**src/hw/rtl/ovn_pkg.sv**
```systemverilog
package ovn_pkg;

    localparam int OCTAVES         = 4;
    localparam int MAX_DIM         = 1024;
    localparam int COS_TABLE_DEPTH = 256;

    localparam int PIX_W    = 10;
    localparam int COS_BITS = $clog2(COS_TABLE_DEPTH);
    localparam int W_W      = 17;
    localparam int TERM_W   = 32;
    localparam int SUM_W    = TERM_W + $clog2(OCTAVES) + 1;

    localparam int SCALE_LAT = OCTAVES;
    localparam int LANE_LAT  = 9;
    localparam int SUM_LAT   = 2;
    localparam int LATENCY   = SCALE_LAT + LANE_LAT + SUM_LAT;

    localparam logic [31:0] ONE_Q16 = 32'h0001_0000;

    localparam logic REG_FREQ_RATIO    = 1'b0;
    localparam logic REG_INV_AMP_RATIO = 1'b1;

    typedef logic [31:0] t_q16;

    // Restoring long division used while the weight table is built.
    function automatic longint unsigned f_udiv(input longint unsigned num,
                                               input longint unsigned den);
        longint unsigned q;
        longint unsigned rem;
        q   = '0;
        rem = '0;
        for (int b = 63; b >= 0; b--) begin
            rem = {rem[62:0], num[b]};
            if (rem >= den) begin
                rem  = rem - den;
                q[b] = 1'b1;
            end
        end
        return q;
    endfunction

    // Builds the cosine weight table at elaboration time. Entry k holds
    // round((1 - cos(pi * k / depth)) / 2) in Q0.16, using a truncated
    // Taylor series and mirroring the upper half.
    function automatic logic [COS_TABLE_DEPTH*W_W-1:0] f_cos_rom();
        logic [COS_TABLE_DEPTH*W_W-1:0] rom;
        longint unsigned ang;
        longint unsigned x2u;
        longint          x2;
        longint          r;
        longint          dv;
        longint          wh;
        longint          val;
        int              kk;
        rom = '0;
        for (int k = 0; k < COS_TABLE_DEPTH; k++) begin
            kk  = (2 * k <= COS_TABLE_DEPTH) ? k : COS_TABLE_DEPTH - k;
            ang = f_udiv(64'd3373259426 * longint'(kk), 64'(COS_TABLE_DEPTH));
            x2u = (ang * ang) >> 30;
            x2  = longint'(x2u);
            r   = 64'sd1 << 30;
            // Every partial product stays non-negative until the last step.
            for (int j = 7; j >= 1; j--) begin
                dv = longint'((2 * j - 1) * (2 * j));
                r  = (64'sd1 << 30)
                   - longint'(f_udiv($unsigned(x2 * r), $unsigned(dv)) >> 30);
            end
            if (r < 0) begin
                r = 0;
            end
            if (r > (64'sd1 << 30)) begin
                r = 64'sd1 << 30;
            end
            wh  = ((64'sd1 << 30) - r + 64'sd16384) >>> 15;
            val = (2 * k <= COS_TABLE_DEPTH) ? wh : 64'sd65536 - wh;
            rom[k*W_W +: W_W] = W_W'(val);
        end
        return rom;
    endfunction

    localparam logic [COS_TABLE_DEPTH*W_W-1:0] COS_ROM = f_cos_rom();

endpackage

```
**src/hw/rtl/ovn_sum.sv**
```systemverilog
module ovn_sum import ovn_pkg::*; (
    input  logic                     i_clk,
    input  logic signed [TERM_W-1:0] i_term [OCTAVES],
    output logic [7:0]               o_gray
);

    logic signed [SUM_W-1:0] r_sum;
    logic signed [SUM_W-1:0] sum;
    logic [16:0]             clamped;
    logic [24:0]             scaled;
    logic [7:0]              r_gray;

    always_comb begin
        sum = '0;
        for (int i = 0; i < OCTAVES; i++) begin
            sum = sum + SUM_W'(i_term[i]);
        end
    end

    always_comb begin
        if (r_sum < 0) begin
            clamped = '0;
        end else if (r_sum > SUM_W'(65536)) begin
            clamped = 17'd65536;
        end else begin
            clamped = r_sum[16:0];
        end
    end

    assign scaled = (25'(clamped) << 8) - 25'(clamped);

    always_ff @(posedge i_clk) begin
        r_sum  <= sum;
        r_gray <= scaled[23:16];
    end

    assign o_gray = r_gray;

endmodule
```
**config.mk**
```make
export PLATFORM = sky130hd
export DESIGN_NAME = ovn_sum
export DESIGN_NICKNAME = d
export VERILOG_FILES = /design/src/hw/rtl/ovn_pkg.sv /design/src/hw/rtl/ovn_sum.sv
export SDC_FILE = /design/constraint.sdc
export NUM_CORES = 1
export LEC_CHECK = 0
export ABC_AREA = 0
export BUFFER_PORTS_ARGS = -buffer_cell sky130_fd_sc_hd__buf_4
export CAP_MARGIN = 20
export CORE_MARGIN = 8
export CORE_UTILIZATION = 50
export DETAILED_ROUTE_END_ITERATION = 7
export GPL_TIMING_DRIVEN = 0
export PLACE_DENSITY_LB_ADDON = 0.08
export RECOVER_POWER = 50
export SYNTH_ARGS = -nofsm -noshare
export SYNTH_HDL_FRONTEND = slang
export SYNTH_SLANG_ARGS = --single-unit
```
**constraint.sdc**
```tcl
create_clock -name i_clk -period 4.5 [get_ports i_clk]
set_input_delay 0.675 -clock i_clk [delete_from_list [all_inputs] [get_ports i_clk]]
set_output_delay 0.675 -clock i_clk [all_outputs]
set_load 0.05 [all_outputs]
```
== Yosys cells after proc, flatten, opt, wreduce, memory -nomap -nowiden ==
Cells that the tools add are included.
Word-level totals
  memories: 0
  input port bits: 129
  bits in read-only memories: 0
  output and inout port bits: 8
  bits in writable memories: 0
  register bits after elaboration: 43
  latch bits: 0
  logic and storage cells: 10
Cells by class
  bitwise gates (word level): 0
  eq/ne operators: 0
  div/mod/pow operators: 0
  mux-type cells: 2
  $add $sub $neg: 4
  shift-type cells: 0
  multiply operators: 0
  $lt $le $gt $ge: 2
  reduce and logical (&&, ||, !) cells: 0
Operators with widths (number)
  34-bit by 32-bit adder with 35-bit output: 1
  35-bit by 18-bit greater-than comparator with 1-bit output (second input constant): 1
  35-bit by 1-bit < comparator with 1-bit output (second input constant): 1
  33-bit by 32-bit adder with 34-bit output: 1
  17-bit two-way mux: 2
  32-bit by 32-bit adder with 33-bit output: 1
  24-bit by 17-bit subtractor with 24-bit output: 1

== Longest topological paths before layout ==
  depth in word-level cells: 4
  depth in mapped cells: 16
  depth with buffers taken out: 15

== Least setup slack after synthesis ==
No wires, ideal clock.
  path type: input -> register
  start point: in i_term[11] (netlist name)
  end point: reg r_sum[30]
  arrival time: 3.899 ns
  stages: 11
  setup time: 0.072 ns
  required time: 4.428 ns
  buffers on the path: 0
  setup slack: 0.528 ns
  cells stage by stage: fa_1 > fa_1 > ha_1 > a21o_1 > a21o_1 > a221oi_1 > o211ai_1 > a2111oi_0 > nor2_1 > a311oi_1 > xnor2_1
Between the ends
  cells in the longest elaborated chain, start to end: 1
Ends and longest elaborated chain
  from (decl): line ovn_sum.sv:3  | input logic signed [TERM_W-1:0] i_term [OCTAVES],
  34-bit by 32-bit adder with 35-bit output: line ovn_sum.sv:16  | sum = sum + SUM_W'(i_term[i]);
  named net sum[30]: line ovn_sum.sv:8  | logic signed [SUM_W-1:0] sum;
  to (signal assigned): line ovn_sum.sv:33  | r_sum <= sum;
  to (decl): line ovn_sum.sv:7  | logic signed [SUM_W-1:0] r_sum;
The timed path passes the listed nets, and every way through them passes these cells.

== Final worst setup path ==
  start point: in i_term[1] (netlist name)
  end point: reg r_sum[27]
Same word-level chain as after synthesis.

==> metrics.md <==
| Metric | Value |
|---|---|
| Antenna-violating nets left | 0 |
| Gr ovfl total | 0 |
| CTS tree | yes |
| Crit path capture type | register |
| Fin util | 0.6657 |
| Maximum vdd drop | 0.1770 mV |
| GP Congestion | 0.8928 |
| Status | completed |
| CP Class | in -> reg |
| Register Area | 860.8 sq um |
| Critical path peak fanout | 4 |
| Die height | 110.6 um |
| Via count | 3779 |
| Final setup viols | 0 |
| Worst EP arrival | 4.43 ns |
| Ys async rst share | 0 |
| CP top delay family | compound AO/OA/AOI/OAI gates |
| Max-slew headroom | 0.4195 |
| Core Area | 0.008721 sq mm |
| Cell area after synthesis | 0.004476 sq mm |
| Power per cell area | 454.3 mW/mm^2 |
| Startpoint types | primary input |
| Prevailing post-synth register cell | dfxtp_1 |
| Antenna violations before repair | 0 |
| Fin Clk Skew | 0.01494 ns |
| Yosys warns | 0 |
| Total track usage | 0.1705 |
| Total wire length | 10470 um |
| Post-synthesis cell type count | 59 |
| HP Class | reg -> reg |
| Synthesized flop and latch total | 43 |
| Cell chosen for the clock root | clkbuf_8 |
| CP Buf/Inv Count | 4 |
| Chip width | 110.6 um |
| Number of synthesized flops with an enable pin | 0 |
| Sink Count | 43 |
| CP Data Required Time | 4.72 ns |
| Starting Density | 0.5132 |
| Final Hold Vio Count | 0 |
| Slowest CP cell | a311oi_1 |
| Pleak | 0.002671 uW |
| Max_cap viols | 0 |
| Drt via density | 5.430 |
| WL per Instance | 15.04 um |
| Placed cell areas | 0.005632 sq mm |
| CTS Buf Count | 5 |
| Antenna diodes | 0 |
| P&R area growth vs syn | 29.72% |
| F_max | 237.2 MHz |
| Clock period minus final worst setup slack | 4.215 ns |
| # IOs | 137 |
| Die area | 0.01223 sq mm |
| CTS Buffer Depth | 2 |
| DRC | 0 |
| Fin crit share | 0.9368 |
| Htree depth | 2 |
| Final HPWL DP | 9197 um |
| Slowest cell delay on critical path | 0.56 ns |
| Pwr Total | 2637 uW |
| 1st-pass router iterations | 4 |
| Row count | 34 |
| Vias in the first global route | 4043 |
| Clock Latency Late Sink | 0.29 ns |
| DRT iter0 DRCs | 115 |
| Slew at the pin closest to its max-slew limit | 0.8598 ns |
| Avg Cell Area, Syn | 10.17 sq um |
| Layout cell share with drive strength beyond 1 | 0.2891 |
| Multi-input logic area | 0.003503 sq mm |
| Largest net degree at the start of global routing | 14 |
| Max-slew violation count | 0 |
| Cell area after layout | 0.005806 sq mm |
| PortBufs | 136 |
| First-pass GRT wire length | 18040 um |
| Post-CTS Hold Buffers | 0 |
| Nets | 823 |
| Syn Inst Count | 440 |
| Register clock-pin slew on the reported worst setup and hold paths | 0.09 ns |
| Syn nets | 676 |
| Sequential fraction of the synthesis area | 0.1923 |
| Fillers | 747 |
| Sequence of cells on the critical path | clkbuf_4, inv_1, fa_1, fa_1, inv_1, ha_1, inv_1, fa_1, nor2b_1, o2111ai_1, nand2_1, a311oi_1, a21boi_0, a221o_1, a21oi_1, xnor2_1 |
==> synth_stat cells, types with 3 or more instances <==
cell type	n	area, sq um
a211oi_1	5	37.54
a21boi_0	4	30.03
a21o_1	16	120.1
a21oi_1	26	130.1
and3_2	8	60.06
clkbuf_1	6	22.52
dfxtp_1	43	860.8
fa_1	65	1301
ha_1	42	525.5
inv_1	32	120.1
nand2_1	24	90.09
nand3_1	8	40.04
nand4_1	4	25.02
nor2_1	25	93.84
nor2b_1	4	25.02
nor3_1	3	15.01
nor4_1	7	43.79
o211ai_1	4	30.03
o21a_1	7	52.55
o21ai_0	22	110.1
o31ai_1	4	30.03
or2_2	4	25.02
or3_1	4	25.02
xnor2_1	16	140.1
xor2_1	10	87.58
==> report_power, final <==
group | leakage [uW] | switching [uW] | internal (uW)
clock network | 0.0000612 | 132 | 180
logic | 0.00225 | 895 | 708
registers | 0.000363 | 128 | 594
==> worst min-delay path: stages (launching register included) <==
cell and delay, ns:
dfxtp_1 0.35, o311ai_1 0.08, nand2_1 0.05
==> timing repair <==
item | 4_1_cts | 5_1_grt
gates resized for setup | 2 | 14
gates cloned | 0 | 1
pin swaps | 0 | 2
buffers inserted | 0 | 3
endpoints found under the hold margin | 0 | 0
setup endpoints to repair | 3 | 10
==> area by class of cell <==
cell class,count,area share
repair buffers,140,0.1759
clock inverters,2,0.006034
multi-input cells,356,0.6034
clock buffers,6,0.01422
well taps,108,0.02328
plain buffers,9,0.008190
flip-flops and latches,43,0.1483
inverters,32,0.02069
==> through the flow <==
step	hold WS, ns	std cells	TNS, ns	setup WS (ns)
6_report	0.5117	696	0	0.2846
3_3_place_gp	0.5071	684	-0.4365	-0.1751
5_1_grt	0.5421	696	-0.04277	-0.04277
2_1_floorplan	0.4500	440	0	0.5284
4_1_cts	0.5059	692	0	0.01289
3_5_place_dp	0.5042	684	-0.7613	-0.3057
==> final timing paths <==
| check | from | to | slack (ns) | cells after the start |
|---|---|---|---|---|
| max reg2reg | r_sum[11]$_DFF_P_ | o_gray[4]$_DFF_P_ | 0.29 | 16 |
| min reg2reg | r_sum[13]$_DFF_P_ | o_gray[5]$_DFF_P_ | 0.51 | 2 |
| max | i_term[1] | r_sum[27]$_DFF_P_ | 0.28 | 16 |
| min | r_sum[13]$_DFF_P_ | o_gray[5]$_DFF_P_ | 0.51 | 2 |
==> metal layers <==
metal / up-vias / track usage / part of all wire
li1: 1858 / - / -
met1: 1815 / 0.2170 / 0.46
met2: 100 / 0.2897 / 0.49
met3: 6 / 0.03571 / 0.043
met4: 0 / 0.03514 / 0.0073
met5: - / 0 / 0
==> registers in the layout (all words and copies together), names as in the netlist <==
register  cells
o_gray        8
r_sum        35
==> cells in the final DEF (no fill, tap or decap), types with 7 or more instances in the layout <==
master	n
a21o_1	16
a21oi_1	26
and3_2	8
buf_4	129
clkbuf_1	14
dfxtp_1	43
fa_1	65
ha_1	42
inv_1	32
nand2_1	24
nand3_1	8
nor2_1	25
nor4_1	7
o21a_1	7
o21ai_0	20
xnor2_1	16
xor2_1	10
==> logic make-up after synthesis <==
kind of cell             after synthesis  synth area share
AO/OA/AOI/OAI                        118            0.1893
adder cells (fa/ha/maj)              107            0.4082
AND/OR/NAND/NOR                      105            0.1236
buffers and inverters                 41           0.03579
XOR/XNOR                              26           0.05088
flip-flops                            43            0.1923
Power figures use the tool's default switching activity.
