### config.mk
export PLATFORM = sky130hd
export DESIGN_NAME = ovn_scale
export DESIGN_NICKNAME = d
export VERILOG_FILES = /design/src/hw/rtl/ovn_pkg.sv /design/src/hw/rtl/ovn_scale.sv
export SDC_FILE = /design/constraint.sdc
export NUM_CORES = 2
export LEC_CHECK = 0
export BUFFER_PORTS_ARGS = -buffer_cell sky130_fd_sc_hd__buf_2
export CORE_ASPECT_RATIO = 1.4
export CORE_MARGIN = 2
export CORE_UTILIZATION = 65
export CTS_BUF_LIST = sky130_fd_sc_hd__clkbuf_4
export CTS_CLUSTER_SIZE = 25
export DETAILED_ROUTE_END_ITERATION = 8
export PLACE_DENSITY = 0.93
export SLEW_MARGIN = 15
export SYNTH_ARGS = -nofsm -noshare
export SYNTH_HDL_FRONTEND = slang
export SYNTH_SLANG_ARGS = --single-unit
### constraint.sdc
create_clock -name i_clk -period 7.6 [get_ports i_clk]
set_clock_uncertainty 0.15 [all_clocks]
set_input_delay 2.28 -clock i_clk [delete_from_list [all_inputs] [get_ports i_clk]]
set_output_delay 2.28 -clock i_clk [all_outputs]
set_load 0.01 [all_outputs]
### src/hw/rtl/ovn_pkg.sv
package ovn_pkg;

    localparam int OCTAVES         = 4;
    localparam int MAX_DIM         = 1024;
    localparam int COS_TABLE_DEPTH = 256;

    localparam int PIX_W    = 10;
    localparam int COS_BITS = $clog2(COS_TABLE_DEPTH);
    localparam int W_W      = 17;
    localparam int TERM_W   = 32;
    localparam int SUM_W    = TERM_W + $clog2(OCTAVES) + 1;

    localparam int SCALE_LAT = OCTAVES;
    localparam int LANE_LAT  = 9;
    localparam int SUM_LAT   = 2;
    localparam int LATENCY   = SCALE_LAT + LANE_LAT + SUM_LAT;

    localparam logic [31:0] ONE_Q16 = 32'h0001_0000;

    localparam logic REG_FREQ_RATIO    = 1'b0;
    localparam logic REG_INV_AMP_RATIO = 1'b1;

    typedef logic [31:0] t_q16;

    // Restoring long division used while the weight table is built.
    function automatic longint unsigned f_udiv(input longint unsigned num,
                                               input longint unsigned den);
        longint unsigned q;
        longint unsigned rem;
        q   = '0;
        rem = '0;
        for (int b = 63; b >= 0; b--) begin
            rem = {rem[62:0], num[b]};
            if (rem >= den) begin
                rem  = rem - den;
                q[b] = 1'b1;
            end
        end
        return q;
    endfunction

    // Builds the cosine weight table at elaboration time. Entry k holds
    // round((1 - cos(pi * k / depth)) / 2) in Q0.16, using a truncated
    // Taylor series and mirroring the upper half.
    function automatic logic [COS_TABLE_DEPTH*W_W-1:0] f_cos_rom();
        logic [COS_TABLE_DEPTH*W_W-1:0] rom;
        longint unsigned ang;
        longint unsigned x2u;
        longint          x2;
        longint          r;
        longint          dv;
        longint          wh;
        longint          val;
        int              kk;
        rom = '0;
        for (int k = 0; k < COS_TABLE_DEPTH; k++) begin
            kk  = (2 * k <= COS_TABLE_DEPTH) ? k : COS_TABLE_DEPTH - k;
            ang = f_udiv(64'd3373259426 * longint'(kk), 64'(COS_TABLE_DEPTH));
            x2u = (ang * ang) >> 30;
            x2  = longint'(x2u);
            r   = 64'sd1 << 30;
            // Every partial product stays non-negative until the last step.
            for (int j = 7; j >= 1; j--) begin
                dv = longint'((2 * j - 1) * (2 * j));
                r  = (64'sd1 << 30)
                   - longint'(f_udiv($unsigned(x2 * r), $unsigned(dv)) >> 30);
            end
            if (r < 0) begin
                r = 0;
            end
            if (r > (64'sd1 << 30)) begin
                r = 64'sd1 << 30;
            end
            wh  = ((64'sd1 << 30) - r + 64'sd16384) >>> 15;
            val = (2 * k <= COS_TABLE_DEPTH) ? wh : 64'sd65536 - wh;
            rom[k*W_W +: W_W] = W_W'(val);
        end
        return rom;
    endfunction

    localparam logic [COS_TABLE_DEPTH*W_W-1:0] COS_ROM = f_cos_rom();

endpackage

### src/hw/rtl/ovn_scale.sv
module ovn_scale import ovn_pkg::*; (
    input  logic             i_clk,
    input  logic [PIX_W-1:0] i_px,
    input  logic [PIX_W-1:0] i_py,
    input  logic [15:0]      i_freq,
    input  logic [15:0]      i_amp,
    output logic [PIX_W-1:0] o_px,
    output logic [PIX_W-1:0] o_py,
    output t_q16             o_s [OCTAVES],
    output t_q16             o_g [OCTAVES]
);

    logic [PIX_W-1:0] r_px   [OCTAVES];
    logic [PIX_W-1:0] r_py   [OCTAVES];
    logic [15:0]      r_freq [OCTAVES];
    logic [15:0]      r_amp  [OCTAVES];
    t_q16             r_s    [OCTAVES][OCTAVES];
    t_q16             r_g    [OCTAVES][OCTAVES];

    // Q16.16 times Q4.12, saturating at all ones.
    function automatic t_q16 f_mul_sat(input t_q16 a, input logic [15:0] b);
        logic [47:0] p;
        p = 48'(a) * 48'(b);
        return (|p[47:44]) ? '1 : p[43:12];
    endfunction

    // Stage k derives the scale and amplitude of octave k.
    always_ff @(posedge i_clk) begin
        r_px[0]   <= i_px;
        r_py[0]   <= i_py;
        r_freq[0] <= i_freq;
        r_amp[0]  <= i_amp;
        for (int i = 0; i < OCTAVES; i++) begin
            r_s[0][i] <= ONE_Q16;
            r_g[0][i] <= ONE_Q16;
        end
        for (int k = 1; k < OCTAVES; k++) begin
            r_px[k]   <= r_px[k-1];
            r_py[k]   <= r_py[k-1];
            r_freq[k] <= r_freq[k-1];
            r_amp[k]  <= r_amp[k-1];
            for (int i = 0; i < OCTAVES; i++) begin
                if (i == k) begin
                    r_s[k][i] <= f_mul_sat(r_s[k-1][k-1], r_freq[k-1]);
                    r_g[k][i] <= f_mul_sat(r_g[k-1][k-1], r_amp[k-1]);
                end else begin
                    r_s[k][i] <= r_s[k-1][i];
                    r_g[k][i] <= r_g[k-1][i];
                end
            end
        end
    end

    assign o_px = r_px[OCTAVES-1];
    assign o_py = r_py[OCTAVES-1];
    assign o_s  = r_s[OCTAVES-1];
    assign o_g  = r_g[OCTAVES-1];

endmodule

* Word level (Yosys, flattened, before mapping)
Memories as Yosys holds them, arrays and structs flattened.
Cells that the tools add are included.
** Word-level totals
- Bits of input ports :: 53
- Bits in writable memories :: 1232
- Memories :: 6
- Memory bits (read-only) :: 0
- Output and inout bits :: 276
- Word-level logic and storage cells :: 24
- Latch bits :: 0
- Register bits :: 0
** Memories
- r_g :: depth 4, bits a word 128, rd ports 4, clocked after memory_dff 0, write ports 4, line ovn_scale.sv:18 : t_q16 r_g [OCTAVES][OCTAVES];
- r_s :: depth 4, bits a word 128, rd ports 4, clocked after memory_dff 0, write ports 4, line ovn_scale.sv:17 : t_q16 r_s [OCTAVES][OCTAVES];
- r_amp :: depth 4, bits a word 16, rd ports 3, clocked after memory_dff 0, write ports 4, line ovn_scale.sv:16 : logic [15:0] r_amp [OCTAVES];
- r_freq :: depth 4, bits a word 16, rd ports 3, clocked after memory_dff 0, write ports 4, line ovn_scale.sv:15 : logic [15:0] r_freq [OCTAVES];
- r_px :: depth 4, bits a word 10, rd ports 4, clocked after memory_dff 0, write ports 4, line ovn_scale.sv:13 : logic [PIX_W-1:0] r_px [OCTAVES];
- r_py :: depth 4, bits a word 10, rd ports 4, clocked after memory_dff 0, write ports 4, line ovn_scale.sv:14 : logic [PIX_W-1:0] r_py [OCTAVES];
** Cells by class
- Reduce and logical (&&, ||, !) cells :: 6
- Div/mod/pow operators :: 0
- $lt $le $gt $ge :: 0
- Mux-type cells :: 6
- Shift operators :: 0
- Bitwise logic cells :: 0
- Equal/unequal tests :: 0
- $mul :: 6
- Add/subtract/negate cells :: 0
** Operators with widths (number)
- multiplier 32 x 16 -> 48 bit :: 6
- 2-to-1 mux 32 bit :: 6
- OR reduction 4 bit :: 6

* Longest topological paths before layout
- Depth after elaboration :: 3
- Gate-level depth with buffers :: 27
- Mapped depth without buffers :: 25

* Least setup slack after synthesis
Ideal clock, no wire load.
- Path type :: register to register
- Start :: memory r_amp[2][7]
- End :: memory r_g[3][16] (netlist name)
- Buffers on the path :: 4
- Library setup time :: 0.115 ns
- Cell stages (with the launch flop) :: 26
- Period minus slack after synthesis :: 6.374 ns
- Data required time :: 7.335 ns
- Setup slack :: 1.226 ns
- Arrival :: 6.109 ns
- Cell sequence :: dfxtp_1 > clkbuf_1 > clkbuf_1 > nand2_1 > fa_1 > inv_1 > fa_1 > inv_1 > fa_1 > inv_1 > fa_1 > fa_1 > inv_1 > fa_1 > inv_1 > ha_1 > a2111oi_0 > o21ai_0 > o21ai_0 > o221ai_2 > a221oi_2 > o31a_2 > o21ba_2 > buf_4 > buf_6 > nand2_1
** RTL lines (line)
- start, declared :: ovn_scale.sv:16
- end, declared :: ovn_scale.sv:18

==> metrics.yaml <==
status: "complete, no violations"
relSlewSlack: 0.3051
reg2regPathDepth: 20
gp_congestion: 0.9640
synthCells: 5229
finalSetupViolCount: 0
grt_overflow: 0
fin_nets: 6871
startpoint: "r_amp[2][11]"
synth_top_area_frac: 0.4026
htreeDepth: 3
hold_viol: 0
synth-seq-cells: 376
cp_max_fo: 14
hold_class: "reg -> reg"
core.rowCount: 119
cts_buffer_depth: 3
clock-sinks: 376
r2r_setup_slack_ps: 270
ant_nets: 0
final_max_slew_viol_count: 0
io_buffers: 220
r2r-end: "r_g[3][25]"
setup_tns_ps: 0
ios: 329
arrival_ps: 8050
fmax_mhz: 136.4
synth_ff_type: "dfxtp_1"
drt_iter0_drc: 3065
cts_tree: "yes"
synth_area_sq_um: 49530
drc_errors: 0
drt-vias-per-instance: 5.702
syn_to_final_growth_pct: 5.148
synth.avg_cell_area_sq_um: 9.472
wirelength_um: 126200
synthArstFlopShare: 0
post-route-min-period_ps: 7332
clockRootBuffer: "clkbuf_4"
cts_buffers: 91
clock_latency_ps: 1020
worst_pin_slew_ps: 1041
min_from: "r_amp[0][8]"
ys_warn_count: 0
synth_area_leaders: "fa_1, dfxtp_1, ha_1"
fin_crit_sh: 0.9648
synth_top_area_cell: "fa_1"
min_to: "r_amp[1][8]"
fin_cells: 6421
dp_hpwl_um: 98950
placed_cells: 6257
start_kind: "flop"
regToRegStartpoint: "r_amp[2][11]"
start_util: 0.6574
worstSetupPathType: "reg -> reg"
synth_cell_types: 78
grt_pass1_wl_um: 202800
whs_ps: 98.19
grt_pass1_vias: 40787
dieHeight_um: 330.6
num_vias: 36611
wl_per_cell_um: 19.66
antenna_found_initial: 9
grtUsageTotal: 0.3323
firstDrtPassIters: 8
ys_seq_area_frac: 0.1520
rsz0062_at_grt: "false"
holdPathStages: 0
cp-end-kind: "flop"
grt_max_degree: 28
synth_edf_count: 0
die-area_sq_um: 78460
drive_gt1_frac: 0.09088
core_sq_um: 75340
die_x_um: 237.3
cap_violations: 0
path_clk_slew_ps: 80
cp.required_ps: 8320
fin_util: 0.6913
through the flow:
step | setup slack (ps) | cell area [sq um]
after global placement | 586.1 | 50870
after global routing | 37.04 | 52080
after floorplan | 1226 | 49930
after detailed placement | 415.8 | 50870
final | 267.9 | 52080
after CTS | 399.5 | 52060
cells in the final DEF (no fill, tap or decap), drive strengths merged, types with 5 or more instances in the layout:
master and count:
a211oi 15, fa 996, xnor2 58, conb 108, ha 440, or2 6, a21o 68, nand4 19
o21a 14, xor2 44, o31ai 9, o21ai 51, o211ai 7, a211o 5, a21oi 93, o2111ai 7
buf 312, nor2 108, nand2b 8, diode 6, and3 12, clkbuf 117, a21boi 5, or3 6
and2 452, nor3 13, nor2b 22, nand3 21, a31oi 12, nand2 710, clkinv 32, inv 1231
o21bai 17, dfxtp 376
layer usage:
metal,up-vias,global-route usage,share of wire
li1,15452,-,-
met1,17803,0.3654,0.33
met2,2476,0.5560,0.48
met3,874,0.1001,0.11
met4,6,0.2290,0.080
met5,-,0,0.00030
registers in the layout, summed over array words and instances, names as in the netlist:
register and flops:
r_py 40, r_amp 46, r_freq 46, r_px 40, r_s 102, r_g 102
layout make-up:
class,count,area (sq um)
Multi-Input combinational cell,3373,35730
Fill cell,4876,23260
Sequential cell,376,7532
Inverter,1228,4609
Timing Repair Buffer,312,1792
Tap cell,968,1211
Clock buffer,117,878.3
Clock inverter,41,316.6
Antenna cell,6,15.01
worst max-delay path: stages, from the launching register on:
cell	delay, ps
dfxtp_1	880
buf_4	380
nand2_1	150
fa_1	540
inv_1	130
fa_1	450
fa_1	570
fa_1	450
fa_1	500
inv_1	50
fa_1	530
inv_1	80
ha_1	370
nand2_1	140
nor4_1	550
o21ai_0	230
a21o_1	250
a21boi_0	350
o2111ai_1	190
a21oi_1	200
a31oi_1	60
how the worst max path moves through the flow:
stage / slack [ps] / cells past startpoint / endpoint
2_1_floorplan: 1230 / 25 / r_g[3][16]
3_3_place_gp: 590 / 21 / r_g[3][10]
3_5_place_dp: 420 / 24 / r_s[1][150]
4_1_cts: 400 / 24 / r_s[1][134]
5_1_grt: 40 / 22 / r_s[1][134]
6_report: 270 / 20 / r_g[3][25]
synthesized netlist by cell type (4+ instances only):
cell,number
a31oi_1,12
and3_1,11
fa_1,996
a211o_1,5
nor2_1,108
inv_1,1228
nor2b_1,21
o21ai_0,45
a21o_1,68
xor2_1,44
nor3_1,13
buf_4,183
o21a_1,14
a211oi_1,15
clkbuf_1,167
buf_6,4
ha_1,440
nand2_1,710
o2111ai_1,6
nand4_1,19
o21bai_1,17
xnor2_1,58
o31ai_1,7
dfxtp_1,376
o21ai_1,5
a21oi_1,90
o211ai_1,6
and2_1,452
or3_1,5
nand3_1,21
or2_2,5
nand2b_1,8
repair_timing:
action / 4_1_cts / 5_1_grt
resized for setup: 0 / 4
buffers inserted: 0 / 0
hold buffers: 0 / 0
hold endpoints to repair: 0 / 0
endpoints found under the setup margin: 0 / 23
logic make-up after synthesis:
family,Yosys count,share of synthesized area
buffers and inverters,1586,0.1348
adders and majority gates,1436,0.5137
AOI/OAI and AO/OA,334,0.04640
xor gates and xnor gates,102,0.01804
other,2,0.0001516
muxes,2,0.0004547
DFF,376,0.1520
and+or+nand+nor,1391,0.1345
Power is left out: the tool's default activity adds up to more than one toggle a clock period on the data nets, which glitch-free logic cannot reach.
